### src/hw/rtl/four_level_page_table_walker_defines.svh
// assertion macros for the four-level page table walker
// no dependencies; included by the top level only
`ifndef FOUR_LEVEL_PAGE_TABLE_WALKER_DEFINES_SVH
`define FOUR_LEVEL_PAGE_TABLE_WALKER_DEFINES_SVH

// same-cycle implication, disabled during reset
`define PTW_ASSERT_SAME(label, clk, rst_n, ante, cons, msg) \
    label: assert property (@(posedge clk) disable iff (!(rst_n)) (ante) |-> (cons)) \
        else $error(msg);

// next-cycle implication, disabled during reset
`define PTW_ASSERT_NEXT(label, clk, rst_n, ante, cons, msg) \
    label: assert property (@(posedge clk) disable iff (!(rst_n)) (ante) |=> (cons)) \
        else $error(msg);

`endif

### src/hw/rtl/ptw_pkg.sv
// shared types and constants of the page table walker
// no dependencies; used by the interfaces and the top level
package ptw_pkg;

    // request operation codes
    typedef enum logic [0:0] {
        OP_START = 1'b0,
        OP_ENTRY = 1'b1
    } t_op;

    // response kind codes
    typedef enum logic [1:0] {
        KIND_READ       = 2'd0,
        KIND_DONE       = 2'd1,
        KIND_FAULT      = 2'd2,
        KIND_UNEXPECTED = 2'd3
    } t_kind;

    // walk levels, top table first
    typedef enum logic [1:0] {
        LVL_PML4 = 2'd0,
        LVL_PDPT = 2'd1,
        LVL_PD   = 2'd2,
        LVL_PT   = 2'd3
    } t_level;

    localparam int unsigned VA_W    = 48;
    localparam int unsigned ROOT_W  = 32;
    localparam int unsigned DATA_W  = 64;
    localparam int unsigned IDX_W   = 9;
    localparam int unsigned PAGE_SH = 12;

    // page table entry bit positions
    localparam int unsigned PTE_PRESENT = 0;
    localparam int unsigned PTE_LARGE   = 7;
    localparam int unsigned PTE_FRM_HI  = 51;

endpackage

### src/hw/rtl/ptw_in_if.sv
// request channel of the page table walker
// depends on ptw_pkg
interface ptw_in_if
    import ptw_pkg::*;
();
    logic                valid;
    logic                ready;
    logic                operation;
    logic [VA_W-1:0]     virt_addr;
    logic [ROOT_W-1:0]   root_base;
    logic [DATA_W-1:0]   entry_data;

    modport source (output valid, operation, virt_addr, root_base, entry_data,
                    input ready);
    modport sink   (input valid, operation, virt_addr, root_base, entry_data,
                    output ready);
endinterface

### src/hw/rtl/ptw_out_if.sv
// response channel of the page table walker
// depends on ptw_pkg
interface ptw_out_if
    import ptw_pkg::*;
();
    logic                valid;
    logic                ready;
    t_kind               kind;
    logic [DATA_W-1:0]   address;

    modport source (output valid, kind, address, input ready);
    modport sink   (input valid, kind, address, output ready);
endinterface

### src/hw/rtl/four_level_page_table_walker.sv
// Four-level page table walker for 48-bit virtual addresses. A start request
// gives the first entry read address; each entry request gives the next read
// address, a finished physical address, a fault, or, with no walk in progress,
// an unexpected kind. A response enters the output register in the cycle after
// its request is taken; a new request is taken every cycle while the response
// register is empty or being drained. The path that sets the cycle is the
// single 64-bit add of the direct-map base to the table address and index.
// depends on ptw_pkg, ptw_in_if, ptw_out_if and the assertion macro header
`include "four_level_page_table_walker_defines.svh"

module four_level_page_table_walker
    import ptw_pkg::*;
(
    input  logic              i_clk,
    input  logic              i_rst_n,
    input  logic              i_cfg_we,
    input  logic [DATA_W-1:0] i_cfg_wdata,
    ptw_in_if.sink            i_req,
    ptw_out_if.source         o_rsp
);

    localparam int unsigned TBL_W = DATA_W - PAGE_SH;

    // walk state
    logic              r_busy,  n_busy;
    t_level            r_level, n_level;
    logic [VA_W-1:0]   r_va,    n_va;
    logic [DATA_W-1:0] r_base;

    // response register
    logic              r_out_valid;
    t_kind             r_kind,  n_kind;
    logic [DATA_W-1:0] r_addr,  n_addr;

    logic              req_fire;
    logic [TBL_W-1:0]  rd_tbl;
    logic [IDX_W-1:0]  rd_idx;
    logic [DATA_W-1:0] rd_addr;
    logic [VA_W-1:0]   idx_va;
    t_level            idx_lvl;
    logic [TBL_W-1:0]  entry_frame;
    logic              entry_present;
    logic              entry_large;

    assign i_req.ready = !r_out_valid || o_rsp.ready;
    assign req_fire    = i_req.valid && i_req.ready;

    assign entry_frame   = {{(TBL_W-(PTE_FRM_HI+1-PAGE_SH)){1'b0}},
                            i_req.entry_data[PTE_FRM_HI:PAGE_SH]};
    assign entry_present = i_req.entry_data[PTE_PRESENT];
    assign entry_large   = i_req.entry_data[PTE_LARGE];

    // index slice for the level being read
    always_comb begin
        unique case (idx_lvl)
            LVL_PML4: rd_idx = idx_va[47:39];
            LVL_PDPT: rd_idx = idx_va[38:30];
            LVL_PD:   rd_idx = idx_va[29:21];
            LVL_PT:   rd_idx = idx_va[20:12];
            default:  rd_idx = '0;
        endcase
    end

    // entry read address, table low bits are always clear
    assign rd_addr = r_base + {rd_tbl, rd_idx, 3'b000};

    // walk step for the incoming request
    always_comb begin
        n_busy  = r_busy;
        n_level = r_level;
        n_va    = r_va;
        n_kind  = KIND_READ;
        n_addr  = '0;
        idx_va  = r_va;
        idx_lvl = t_level'(r_level + 2'd1);
        rd_tbl  = entry_frame;
        if (i_req.operation == OP_START) begin
            n_va    = i_req.virt_addr;
            n_level = LVL_PML4;
            n_busy  = 1'b1;
            idx_va  = i_req.virt_addr;
            idx_lvl = LVL_PML4;
            rd_tbl  = {{(TBL_W-(ROOT_W-PAGE_SH)){1'b0}}, i_req.root_base[ROOT_W-1:PAGE_SH]};
            n_addr  = rd_addr;
        end else if (!r_busy) begin
            n_kind = KIND_UNEXPECTED;
        end else if (!entry_present) begin
            n_kind  = KIND_FAULT;
            n_busy  = 1'b0;
            n_level = LVL_PML4;
        end else if (entry_large && (r_level == LVL_PDPT)) begin
            // 1 GiB page
            n_kind  = KIND_DONE;
            n_addr  = {12'b0, i_req.entry_data[PTE_FRM_HI:30], r_va[29:0]};
            n_busy  = 1'b0;
            n_level = LVL_PML4;
        end else if (entry_large && (r_level == LVL_PD)) begin
            // 2 MiB page
            n_kind  = KIND_DONE;
            n_addr  = {12'b0, i_req.entry_data[PTE_FRM_HI:21], r_va[20:0]};
            n_busy  = 1'b0;
            n_level = LVL_PML4;
        end else if (r_level == LVL_PT) begin
            // 4 KiB leaf
            n_kind  = KIND_DONE;
            n_addr  = {12'b0, i_req.entry_data[PTE_FRM_HI:PAGE_SH], r_va[PAGE_SH-1:0]};
            n_busy  = 1'b0;
            n_level = LVL_PML4;
        end else begin
            n_level = t_level'(r_level + 2'd1);
            n_addr  = rd_addr;
        end
    end

    // configuration register
    always_ff @(posedge i_clk) begin
        if (!i_rst_n) begin
            r_base <= '0;
        end else if (i_cfg_we) begin
            r_base <= i_cfg_wdata;
        end
    end

    // walk state registers
    always_ff @(posedge i_clk) begin
        if (!i_rst_n) begin
            r_busy  <= 1'b0;
            r_level <= LVL_PML4;
            r_va    <= '0;
        end else if (req_fire) begin
            r_busy  <= n_busy;
            r_level <= n_level;
            r_va    <= n_va;
        end
    end

    // response valid
    always_ff @(posedge i_clk) begin
        if (!i_rst_n) begin
            r_out_valid <= 1'b0;
        end else if (req_fire) begin
            r_out_valid <= 1'b1;
        end else if (o_rsp.ready) begin
            r_out_valid <= 1'b0;
        end
    end

    // response payload
    always_ff @(posedge i_clk) begin
        if (req_fire) begin
            r_kind <= n_kind;
            r_addr <= n_addr;
        end
    end

    assign o_rsp.valid   = r_out_valid;
    assign o_rsp.kind    = r_kind;
    assign o_rsp.address = r_addr;

    // checks
    `PTW_ASSERT_NEXT(a_idle_entry_flagged, i_clk, i_rst_n,
        req_fire && (i_req.operation == OP_ENTRY) && !r_busy,
        r_out_valid && (r_kind == KIND_UNEXPECTED), "entry while idle not flagged")
    `PTW_ASSERT_NEXT(a_start_resets_walk, i_clk, i_rst_n,
        req_fire && (i_req.operation == OP_START),
        r_busy && (r_level == LVL_PML4) && (r_kind == KIND_READ), "start did not begin walk")
    `PTW_ASSERT_NEXT(a_end_goes_idle, i_clk, i_rst_n,
        req_fire && ((n_kind == KIND_DONE) || (n_kind == KIND_FAULT)),
        !r_busy, "walk still busy after final response")
    `PTW_ASSERT_SAME(a_idle_level_zero, i_clk, i_rst_n,
        !r_busy, r_level == LVL_PML4, "idle walker holds nonzero level")

endmodule
### src/flat_wrapper.sv
// flat-port wrapper written by rule: the top's interface ports become plain ports
module four_level_page_table_walker_flat import ptw_pkg::*;
  (i_clk, i_rst_n, i_cfg_we, i_cfg_wdata, i_req_valid, i_req_operation, i_req_virt_addr, i_req_root_base, i_req_entry_data, i_req_ready, o_rsp_valid, o_rsp_kind, o_rsp_address, o_rsp_ready);
  ptw_in_if i_req_i ();
  ptw_out_if o_rsp_i ();
  input  logic i_clk;
  input  logic i_rst_n;
  input  logic i_cfg_we;
  input  logic [DATA_W-1:0] i_cfg_wdata;
  input wire logic [$bits(i_req_i.valid)-1:0] i_req_valid;
  input wire logic [$bits(i_req_i.operation)-1:0] i_req_operation;
  input wire logic [$bits(i_req_i.virt_addr)-1:0] i_req_virt_addr;
  input wire logic [$bits(i_req_i.root_base)-1:0] i_req_root_base;
  input wire logic [$bits(i_req_i.entry_data)-1:0] i_req_entry_data;
  output wire logic [$bits(i_req_i.ready)-1:0] i_req_ready;
  output wire logic [$bits(o_rsp_i.valid)-1:0] o_rsp_valid;
  output wire logic [$bits(o_rsp_i.kind)-1:0] o_rsp_kind;
  output wire logic [$bits(o_rsp_i.address)-1:0] o_rsp_address;
  input wire logic [$bits(o_rsp_i.ready)-1:0] o_rsp_ready;
  assign i_req_i.valid = i_req_valid;
  assign i_req_i.operation = i_req_operation;
  assign i_req_i.virt_addr = i_req_virt_addr;
  assign i_req_i.root_base = i_req_root_base;
  assign i_req_i.entry_data = i_req_entry_data;
  assign i_req_ready = i_req_i.ready;
  assign o_rsp_valid = o_rsp_i.valid;
  assign o_rsp_kind = o_rsp_i.kind;
  assign o_rsp_address = o_rsp_i.address;
  assign o_rsp_i.ready = o_rsp_ready;
  four_level_page_table_walker u_core (.i_clk(i_clk), .i_rst_n(i_rst_n), .i_cfg_we(i_cfg_we), .i_cfg_wdata(i_cfg_wdata), .i_req(i_req_i), .o_rsp(o_rsp_i));
endmodule
### config.mk
export PLATFORM = sky130hd
export DESIGN_NAME = four_level_page_table_walker_flat
export DESIGN_NICKNAME = d
export VERILOG_FILES = /design/src/hw/rtl/ptw_pkg.sv /design/src/hw/rtl/ptw_in_if.sv /design/src/hw/rtl/ptw_out_if.sv /design/src/hw/rtl/four_level_page_table_walker.sv /design/src/flat_wrapper.sv
export VERILOG_INCLUDE_DIRS = /design/src /design/src/hw/rtl
export SDC_FILE = /design/constraint.sdc
export NUM_CORES = 1
export LEC_CHECK = 0
export ABC_AREA = 1
export BUFFER_PORTS_ARGS = -buffer_cell sky130_fd_sc_hd__buf_2
export CAP_MARGIN = 20
export CELL_PAD_IN_SITES_DETAIL_PLACEMENT = 0
export CELL_PAD_IN_SITES_GLOBAL_PLACEMENT = 1
export CORE_AREA = 2 2 176 178
export DETAILED_ROUTE_END_ITERATION = 16
export DIE_AREA = 0 0 178 180
export PLACE_DENSITY = 0.88
export SYNTH_ARGS = -nofsm -noshare
export SYNTH_HDL_FRONTEND = slang
export SYNTH_SLANG_ARGS = --single-unit
### constraint.sdc
create_clock -name i_clk -period 5.95 [get_ports i_clk]
set_input_delay 1.19 -clock i_clk [delete_from_list [all_inputs] [get_ports i_clk]]
set_output_delay 1.19 -clock i_clk [all_outputs]
set_load 0.03 [all_outputs]
# Word level (Yosys, flattened, before mapping)
# Index checks and enable logic that the tools add are counted.
# op_classes
addsub,2
eq_ne,7
n_mux,29
bitwise_logic,1
reduce_logical,9
# ops
op,count
2-to-1 mux 64 bit,6
adder 64 x 52 -> 64 bit,1
2-to-1 mux 48 bit,1
2-to-1 mux 40 bit,1
one-hot mux 9 bit (4 select lines),1
2-to-1 mux 2 bit,11
2-to-1 mux 1 bit,9
== test 2 bit (second input constant),4
== test 2 x 1 -> 1 bit (second input constant),2
AND reduction 2 bit,2
logical AND 1 bit,3
adder 2 x 1 -> 2 bit (second input constant),1
logical NOT 2 bit,1
!= test 2 x 1 -> 1 bit (second input constant),1
nonzero test 2 bit,1
logical NOT 1 bit,1
logical OR 1 bit,1
inverter 1 bit,1
# totals
reg_bits,182
input_bits,214
out_inout_bits,68
elab_cells,56

# Longest topological paths before layout
# depth
word_depth,11
mapped_depth,25
ltp_nobuf,25

# Worst setup path after synthesis
# Ideal clock, no wire load.
# synth_path
path_kind,input to register
from,input port o_rsp_ready
to,register u_core.r_addr[0] (netlist: u_core.o_rsp.address[0]) (enable)
t_arrival_ns,3.703
setup_slack_ns,1.791
stages,5
path_buffers,1
cell_sequence,inv_1 > nand2_1 > nand2_1 > clkinv_1 > buf_1
# synth_via
elab_chain_len,2
# synth_lines
item,line_no,text
"start, declared",flat_wrapper.sv:19,input wire logic [$bits(o_rsp_i.ready)-1:0] o_rsp_ready;
logical OR 1 bit,four_level_page_table_walker.sv:45,assign i_req.ready = !r_out_valid || o_rsp.ready;
via i_req_ready,flat_wrapper.sv:15,output wire logic [$bits(i_req_i.ready)-1:0] i_req_ready;
logical AND 1 bit,four_level_page_table_walker.sv:46,assign req_fire = i_req.valid && i_req.ready;
via u_core.req_fire,four_level_page_table_walker.sv:35,logic req_fire;
"end signal, assigned",four_level_page_table_walker.sv:152,r_addr <= n_addr;
"end, declared",four_level_page_table_walker.sv:33,"logic [DATA_W-1:0] r_addr, n_addr;"
# The timed path passes the listed nets, and every way through them passes these cells.
# A chain may end at the register's enable or synchronous reset.

# Worst setup path after layout
# layout_path
from,input port i_req_operation
to,"register u_core.r_addr[57] (netlist: u_core.o_rsp.address[57]), data pin"
# layout_via
elab_chain_len,10
word_cells_on_any_way,15
classes_between,1 x add/sub; 3 x eq/ne; 10 x mux; 1 x reduce/logical
# layout_lines
item,line_no,text
"start, declared",flat_wrapper.sv:11,input wire logic [$bits(i_req_i.operation)-1:0] i_req_operation;
2-to-1 mux 2 bit,four_level_page_table_walker.sv:77,if (i_req.operation == OP_START) begin
"== test 2 bit, or another cell as far along",four_level_page_table_walker.sv:55,unique case (idx_lvl)
one-hot mux 9 bit (4 select lines),four_level_page_table_walker.sv:55,
adder 64 x 52 -> 64 bit,four_level_page_table_walker.sv:65,"assign rd_addr = r_base + {rd_tbl, rd_idx, 3'b000};"
2-to-1 mux 64 bit,four_level_page_table_walker.sv:103,end else if (r_level == LVL_PT) begin
2-to-1 mux 64 bit,four_level_page_table_walker.sv:97,end else if (entry_large && (r_level == LVL_PD)) begin
2-to-1 mux 64 bit,four_level_page_table_walker.sv:91,end else if (entry_large && (r_level == LVL_PDPT)) begin
2-to-1 mux 64 bit,four_level_page_table_walker.sv:87,end else if (!entry_present) begin
2-to-1 mux 64 bit,four_level_page_table_walker.sv:85,end else if (!r_busy) begin
2-to-1 mux 64 bit (*),four_level_page_table_walker.sv:77,
via u_core.n_addr[57],four_level_page_table_walker.sv:33,
# The timed path passes the listed nets; every way through them passes the cells marked *.

==> reports/metrics.yaml <==
setup_path:
  cp_max_fo: 32
  crit_top_cell: "nand2_1"
  cp-end-kind: "register"
  crit_path_cell_trace: "buf_2 > inv_2 > buf_4 > nor2_2 > nor2_1 > a32o_1 > inv_1 > ha_1 > inv_1 > fa_1 > inv_1 > nand2_1 > nand2_1 > nand4_1 > nand2_1 > nand2_1 > nand2_2 > nand2_1 > nand2_1 > nand2_1 > nand3_1 > o21bai_1 > nor2_1"
  crit_type: "input port to register"
  critPathRequiredTime_ps: 6160
  crit_family: "simple AND/OR/NAND/NOR gates"
  arrival_ps: 4640
  cp_num_buf_inv: 6
  slowest_stage: "nor2_1"
  startpoint_type: "input port"
  critical_path.max_stage_delay_ps: 530
power_and_ir_drop:
  swShare_pct: 35.94
  p_sw_uw: 1270
  internal_power_uw: 2263
  peakVddDrop_mv: 0.2046
  power_frac_seq_pct: 41.3
  leakagePower_uw: 0.007080
  power_density_nw_per_um2: 240.7
  clock_power_share_pct: 32.0
  pwr-share-comb_pct: 26.7
yosys:
  syn_inst: 1902
  synth_top_area_share_pct: 18.52
  synth_area_leader_cell: "dfxtp_1"
  async_flop_share_pct: 0
  synth_edf_count: 66
  synth_warnings: 0
  yosys_most_used_dff: "dfxtp_1"
  ys_top_cells_by_area: "dfxtp_1, edfxtp_1, nand2_1, o21ai_0, nor2_1"
  synthDistinctLibCells: 49
  synth_nets: 2169
  syn_avg_cell_area_um2: 6.594
  seq_area_frac_synth_pct: 34.32
  netlist_area_um2: 12540
  ys_ff_latch: 182
place:
  io_buffers: 247
  dp_cells: 2495
  place_congestion: 0.9113
  pre_cts_ws_ps: 1071
  detailedPlacementHpwl_um: 35300
grt:
  grt_max_degree: 68
  grt-ovfl-total: 0
  antenna_found_initial: 1
  grt.total_usage_pct: 27.89
  grt_pass1_wl_um: 68230
  grt_pass1_vias: 12610
sta:
  tightest_slew_ps: 1059
  fin_tns_setup_ps: 0
  slew_headroom_pct: 29.40
  whs_ps: 449.6
  fmax_mhz: 226.0
  drv_slew: 0
  finalSetupViolCount: 0
  skew_ps: 17.20
  fin_ws_ps: 1526
  period_minus_slack_ps: 4424
  fin_crit_sh_pct: 74.35
  grt_setup_unrepaired: "false"
  hold_violations: 0
floorplanning:
  design.core.area_um2: 30190
  fp.dieH_um: 180
  dieArea_um2: 32040
  initial_core_util_pct: 41.55
  rows: 64
  num_io_pins: 282
  die_w_um: 178
route:
  vias_per_cell: 5.248
  wl_um: 44870
  ant_nets: 0
  firstDrtPassIters: 6
  vias: 13270
  drc: 0
  wire_per_inst_um: 17.75
  initialDrtViolationCount: 1151
cells_and_area:
  mostFrequentLayoutCells: "nand2_1, buf_2, nor2_1"
  layout-drive-gt1-share_pct: 17.97
  layout_commonest_cell: "nand2_1"
  fin_nets: 2385
  final_cells: 2528
  area_growth_pct: 17.05
  fillers: 3171
cts:
  cts_tree: "done"
  htree_levels: 4
  postCtsSetupBuffers: 0
  cts_hold_buf: 0
  root_buffer: "clkbuf_16"
  cts.path.max_buffers: 2
  cts.sinks: 182
  clk_pin_slew_worst_paths_ps: 70
  clock_latency_ps: 470
  cts_buffers: 17
  cts-resized-gates: 0
run:
  cap_viol_max_count: 0
outcome:
  outcome: "complete, no violations"
worst_hold_path:
  hp-class: "register to register"
registers in the layout (all words and copies together), names as in the netlist:
| register | cells |
|---|---|
| u_core.o_rsp.valid | 1 |
| u_core.r_level | 2 |
| u_core.o_rsp.address | 64 |
| u_core.r_base | 64 |
| u_core.r_busy | 1 |
| u_core.r_va | 48 |
| u_core.o_rsp.kind | 2 |
final timing paths:
| path | slack [ps] | endpoint | cells past startpoint | from |
|---|---|---|---|---|
| hold reg to reg | 450 | u_core.r_va[2]$_SDFFE_PN0P_ | 2 | u_core.r_va[2]$_SDFFE_PN0P_ |
| setup reg to reg | 1540 | u_core.o_rsp.address[57]$_DFFE_PP_ | 24 | u_core.r_level[0]$_SDFFE_PN0P_ |
| setup / recovery | 1530 | u_core.o_rsp.address[57]$_DFFE_PP_ | 23 | i_req_operation |
| hold / removal | 450 | u_core.r_va[2]$_SDFFE_PN0P_ | 2 | u_core.r_va[2]$_SDFFE_PN0P_ |
tightest hold or removal path: stages (launching register included):
cell,delay (ps)
dfxtp_1,300
inv_1,50
a21oi_1,50
synth_stat cells, drive strengths merged, types with 6 or more instances:
cell type	n
dfxtp	116
ha	52
a32o	6
inv	243
xnor2	9
a211oi	12
mux2i	11
o21ai	220
nor2	268
o22ai	9
buf	24
nand3b	7
nor3	12
and2	8
clkbuf	39
nand3	71
edfxtp	66
nand2	518
o21bai	14
a31oi	16
a21oi	134
nand4	14
metrics by stage:
| stage | utilization, % | power [uW] | area, um2 |
|---|---|---|---|
| after global placement | 46.68 | 2409 | 14090 |
| after detailed placement | 46.77 | 2420 | 14120 |
| after global routing | 48.62 | 3701 | 14680 |
| after CTS | 48.62 | 3545 | 14680 |
| after floorplan | - | 2104 | 12540 |
| final | 48.63 | 3533 | 14680 |
power groups by stage:
stage | clock network, uW | logic [uW] | registers, uW
finish | 1130 | 943 | 1460
global route | 1190 | 1040 | 1470
CTS | 1150 | 939 | 1460
detailed placement | 0 | 935 | 1490
global placement | 0 | 924 | 1480
floorplan | 0 | 538 | 1570
metal layers:
layer	vias up	routed length [um]	track usage, %
met3	67	2840	3.871
met4	0	1296	9.016
met1	6102	20700	38.80
li1	6638	-	-
met5	-	0	0
met2	461	20030	44.45
logic make-up (layout without fill, tap and decap cells):
group | count (synthesis) | count (layout) | share of synthesized area, %
simple gates | 910 | 910 | 30.56
compound gates | 425 | 425 | 18.43
buf+inv | 307 | 536 | 9.497
flops | 182 | 182 | 34.32
fa+ha+maj | 53 | 53 | 5.347
xor+xnor | 14 | 14 | 0.9777
mux | 11 | 11 | 0.8779
other cells | 0 | 1 | 0
area by class of cell:
| type | count | area (um2) | share of cell area [%] |
|---|---|---|---|
| Sequential cell | 182 | 4304 | 29.32 |
| Clock inverter | 14 | 130.1 | 0.8864 |
| Antenna cell | 1 | 2.502 | 0.01705 |
| Clock buffer | 18 | 429.2 | 2.923 |
| Tap cell | 396 | 495.5 | 3.375 |
| Timing Repair Buffer | 260 | 1354 | 9.222 |
| Inverter | 244 | 918.4 | 6.256 |
| Multi-Input combinational cell | 1413 | 7047 | 48.00 |
(Power assumes the default switching activity.)
